[src/sv/mp_pkg.sv]
// ----------------------------------------------------------------------------
// mp_pkg: shared types and constants for the max pooling block
// Divider stage record, register indexes, size clamps.
// ----------------------------------------------------------------------------
`timescale 1ns / 1ps
`default_nettype none
package mp_pkg;

	localparam int KMAX = 8;          // rows kept in the row store
	localparam int QW   = 11;         // numerator / quotient width
	localparam int DW   = 4;          // stride (divisor) width

	localparam logic [2:0] REG_IN_HEIGHT  = 3'd0;
	localparam logic [2:0] REG_IN_WIDTH   = 3'd1;
	localparam logic [2:0] REG_OUT_HEIGHT = 3'd2;
	localparam logic [2:0] REG_OUT_WIDTH  = 3'd3;
	localparam logic [2:0] REG_KERNEL     = 3'd4;
	localparam logic [2:0] REG_STRIDE     = 3'd5;
	localparam logic [2:0] REG_PAD        = 3'd6;

	localparam logic [1:0] TAG_RLO = 2'd0;
	localparam logic [1:0] TAG_RHI = 2'd1;
	localparam logic [1:0] TAG_CLO = 2'd2;
	localparam logic [1:0] TAG_CHI = 2'd3;

	typedef struct packed {
		logic          valid;
		logic [1:0]    tag;
		logic [QW-1:0] num;
		logic [QW-1:0] quo;
		logic [DW-1:0] rem;
		logic [DW-1:0] den;
	} div_stage_t;

	function automatic logic [10:0] clamp_dim(input logic [10:0] v, input logic [10:0] maxv);
		logic [10:0] d;
		d = (v == 11'd0) ? 11'd1 : v;
		if (d > maxv)
			d = maxv;
		return d;
	endfunction

	function automatic logic [3:0] clamp_k(input logic [3:0] v);
		logic [3:0] k;
		k = (v == 4'd0) ? 4'd1 : v;
		if (k > 4'(KMAX))
			k = 4'(KMAX);
		return k;
	endfunction

	function automatic logic [3:0] clamp_s(input logic [3:0] v);
		return (v == 4'd0) ? 4'd1 : v;
	endfunction

endpackage
`default_nettype wire

[src/sv/mp_div_cell.sv]
// ----------------------------------------------------------------------------
// mp_div_cell: one restoring division step
// Produces one quotient bit and hands the record to the next cell.
// ----------------------------------------------------------------------------
`timescale 1ns / 1ps
`default_nettype none
module mp_div_cell
	import mp_pkg::*;
(
	input  wire        clk,
	input  wire        arst_n,
	input  div_stage_t d,
	output div_stage_t q
);
	logic [DW:0] rem_sh;
	logic        qbit;
	logic [DW:0] rem_nx;

	always_comb begin
		rem_sh = {d.rem, d.num[QW-1]};
		qbit   = (rem_sh >= {1'b0, d.den});
		rem_nx = qbit ? rem_sh - {1'b0, d.den} : rem_sh;
	end

	always_ff @(posedge clk or negedge arst_n) begin
		if (!arst_n) begin
			q <= '0;
		end else begin
			q.valid <= d.valid;
			q.tag   <= d.tag;
			q.num   <= {d.num[QW-2:0], 1'b0};
			q.quo   <= {d.quo[QW-2:0], qbit};
			q.rem   <= rem_nx[DW-1:0];
			q.den   <= d.den;
		end
	end
endmodule
`default_nettype wire

[config.mk]
export PLATFORM = sky130hd
export DESIGN_NAME = mp_div_cell
export DESIGN_NICKNAME = d
export VERILOG_FILES = /design/src/sv/mp_pkg.sv /design/src/sv/mp_div_cell.sv
export SDC_FILE = /design/constraint.sdc
export NUM_CORES = 1
export LEC_CHECK = 0
export BUFFER_PORTS_ARGS = -buffer_cell sky130_fd_sc_hd__buf_2
export CAP_MARGIN = 0
export CORE_MARGIN = 8
export CORE_UTILIZATION = 43
export DETAILED_ROUTE_END_ITERATION = 8
export GPL_TIMING_DRIVEN = 0
export HOLD_SLACK_MARGIN = 0.08
export PLACE_DENSITY = 0.88
export REMOVE_ABC_BUFFERS = 1
export SYNTH_ARGS = -nofsm -noshare
export SYNTH_HDL_FRONTEND = slang
export SYNTH_SLANG_ARGS = --single-unit
[constraint.sdc]
create_clock -name clk -period 1.1 [get_ports clk]
set_input_delay 0.22 -clock clk [delete_from_list [all_inputs] [get_ports clk]]
set_output_delay 0.22 -clock clk [all_outputs]
set_load 0.005 [all_outputs]
**Word level (Yosys, flattened, before mapping)**

Index checks and enable logic that the tools add are counted.

- Output and inout port bits: 33
- Register bits after elaboration: 32
- Word-level logic and storage cells: 9
- Bits of input ports: 35

- Magnitude comparators: 1
- Mux-type cells: 1
- $add $sub $neg: 1

Operator list:

| operator | number |
|---|---|
| $ge 5x4->1 | 1 |
| $mux 4 | 1 |
| $sub 4x4->4 | 1 |

**Longest topological paths before layout**

- Word-level depth: 2
- Gate-level depth with buffers: 6
- Depth with buffers taken out: 6

**Worst setup path before layout**

No wires, ideal clock.

- Path type: input to register
- From: input port d[2] (netlist name)
- To: register q[6] (netlist name)
- Required time: 0.975 ns
- Stages: 6
- Library setup time: 0.125 ns
- Buffers on the path: 0
- Data arrival time: 1.236 ns
- Slack: -0.261 ns
- Cells stage by stage: inv_1 ha_1 nand4_1 nand2_1 nor2_4 mux2_4

- Longest elaborated chain between the ends: 2
- Elaborated cells on any way between the ends: 3
- Classes of those cells: add/sub (1); order compare (1); mux (1)

Ends and longest elaborated chain:

| item | line | source |
|---|---|---|
| from (decl) | mp_div_cell.sv:12 | `input div_stage_t d,` |
| $sub 4x4->4 or $ge 5x4->1 (tied branches) | mp_div_cell.sv:22, mp_div_cell.sv:21 |  |
| $mux 4 * | mp_div_cell.sv:22 | `rem_nx = qbit ? rem_sh - {1'b0, d.den} : rem_sh;` |
| via rem_nx[2] | mp_div_cell.sv:17 | `logic [DW:0] rem_nx;` |
| to (decl) | mp_div_cell.sv:13 | `output div_stage_t q` |

Mark *: on every way through the listed nets, which the timed path passes. The rest lies on a longest branch.

**Worst setup path in the final report**

- From: input port d[1] (netlist name)
- To: register q[6] (netlist name)

Same word-level chain as after synthesis.

==> reports/results.ini <==
[synth]
dominantRegCellSynth=dfrtp_1
yosysSeqAreaShare=0.785
syn-mean-instance-area_um2=16.4
synth.cell_area_um2=1020
share_of_async_settable_or_async_resettable_flops_after_synthesis=1.00
ys_top_cells_by_area=dfrtp_1 79%, ha_1 4.9%, fa_1 2.0%
synth-edff-count=0
yosys_register_bits=32
synth_warnings=0
unique_masters_post_synth=19
synth_largest_area_cell=dfrtp_1
syn-instance-count=62
synth_top_area_frac=0.785

[global_routing]
via_count_of_the_first_global_routing_pass=991
grt_util_all_layers=0.149
grt_first_pass_wirelength_um=4710
pin_count_of_the_biggest_net_entering_global_routing=33
antenna_found_initial=0
gr-total-overflow=0

[floorplanning]
initial_core_util=0.457
core_area_um2=2230
floorplan.io_pins=68
die_h_um=64.7
die_area_um2=4190
chipWidth_um=64.7
fp-row-count=17

[layout]
final_cell_count_no_fill=190
commonest_cells_after_routing_fill_and_taps_aside=64 x buf_2, 32 x dfrtp_1, 28 x dlygate4sd3_1
largest-register=q
largest_register_ff_count=32
diodes=0
layout.cells.most_common=buf_2
flow.area_growth_from_synthesis_pct=75.0
final_cell_area_um2=1780
reg.largest.list=q: 32 flops
num-nets-final=204
final_layout_size_suffix_gt1_frac=0.556

[power]
finalPower_mw=2.24
max-vdd-ir-drop_mv=1.01
power.static_leakage_nw=0.894
p_per_area_nw_per_um2=1260

[worst_setup_path]
timing.critical_path.to_type=flop
worst-endpoint-arrival_ns=1.30
start_kind=input port
timing.setup.critical_path_class=input port to flop
worstPathRequired_ns=1.30
worstPathMaxFanout=3

[placed_design]
portBuffers=65
place_worst_setup_slack_ns=-0.503
placed_area_um2=1370
place.gp.congestion=0.723
place_hpwl_um=1980
cell_count_after_placement=154

[sta]
maxSlewHeadroom=0.557
timing.fmax_ghz=0.911
worst_slack_ns=0.00227
min_period_ns=1.10
slew_violations=0
final-setup-viol-count=0
finalCritPeriodShare=0.998
tightestPinTransition_ns=0.664
fin_hold_ws_ns=0.177
final_hold_viol_count=0

[hold_path]
worst_hold_path_type=input port to flop
holdPathStages=3

[drt]
number_of_iterations_in_the_first_detailed_routing_pass=4
route.detailed.vias_per_inst=4.43
iteration_0_drc_markers=11
detail_route.wirelength_um=2930
detail-route-antenna-nets=0
routedWlPerCell_um=15.4
drc_errors=0
via_count=841

[clocking]
numCtsBuffers=5
cts-root-buf=clkbuf_4
tritoncts=yes
clk_pin_slew_worst_paths_ns=0.08
htree_num_levels=2
maximum_count_of_clock_buffers_along_a_single_path=2
cts.sink_count=32

[run]
max_cap_viols=0

[outcome]
status=finished clean

## Yosys cell counts (2+ instances only)
cell     instances
inv_1            5
dfrtp_1         32
nor3_1           2
mux2i_1          2
ha_1             4
nor2_1           4
## stage by stage
stage / util / TNS (ns)
detailed placement: 0.615 / -1.62
global route: 0.799 / -0.00486
CTS: 0.789 / 0
finish: 0.799 / 0
floorplan: - / -0.445
global placement: 0.615 / -1.15
## critical path, stage by stage
cell and delay (ns):
buf_4 0.13, inv_2 0.06, ha_4 0.20, nand4_1 0.12
nand2_2 0.08, nor2_4 0.16, mux2_4 0.31
## metal layers
metal  vias up  global-route usage  routed length [um]
met4         0              0.0490                   4
met5         -                   0                   0
li1        393                   -                   -
met3         2              0.0670                 234
met2        39               0.280                1720
met1       407               0.140                 970
## kinds of logic (layout without fill, tap and decap cells)
| family | count (synthesis) | after routing | share of synthesized area |
|---|---|---|---|
| AO/OA/AOI/OAI | 3 | 3 | 0.0184 |
| XOR/XNOR | 1 | 1 | 0.00859 |
| adder cells (fa/ha/maj) | 5 | 5 | 0.0687 |
| buffers and inverters | 7 | 107 | 0.0294 |
| flip-flops | 32 | 32 | 0.785 |
| multiplexers | 3 | 3 | 0.0344 |
| other | 1 | 1 | 0.00368 |
| AND/OR/NAND/NOR | 10 | 10 | 0.0515 |
## area by class of cell
class / instances / area [um^2]
clock buffers: 5 / 37.5
fillers: 147 / 449
inverters: 6 / 22.5
multi-input cells: 23 / 258
flip-flops and latches: 32 / 801
well taps: 28 / 35.0
repair buffers: 96 / 631
## worst paths after layout
kind | from | endpoint | slack [ns]
min in group asynchronous | arst_n | q[28]$_DFF_PN0_ | 0.47
max in group asynchronous | arst_n | q[27]$_DFF_PN0_ | 0.20
setup / recovery | d[1] | q[6]$_DFF_PN0_ | 0.002
hold / removal | d[29] | q[4]$_DFF_PN0_ | 0.18
## power by group
group          total (mW)  internal (mW)  switching [mW]
registers            1.27           1.25          0.0186
clock network       0.538          0.213           0.325
logic               0.435          0.250           0.185
## timing repair
action | 4_1_cts | 5_1_grt
gates cloned | 0 | 0
gates resized for setup | 9 | 5
hold endpoints to repair | 59 | 0
pin swaps | 4 | 3
setup buffers | 2 | 1
hold buffers | 28 | 0
setup endpoints to repair | 3 | 3
Power figures use the tool's default switching activity.
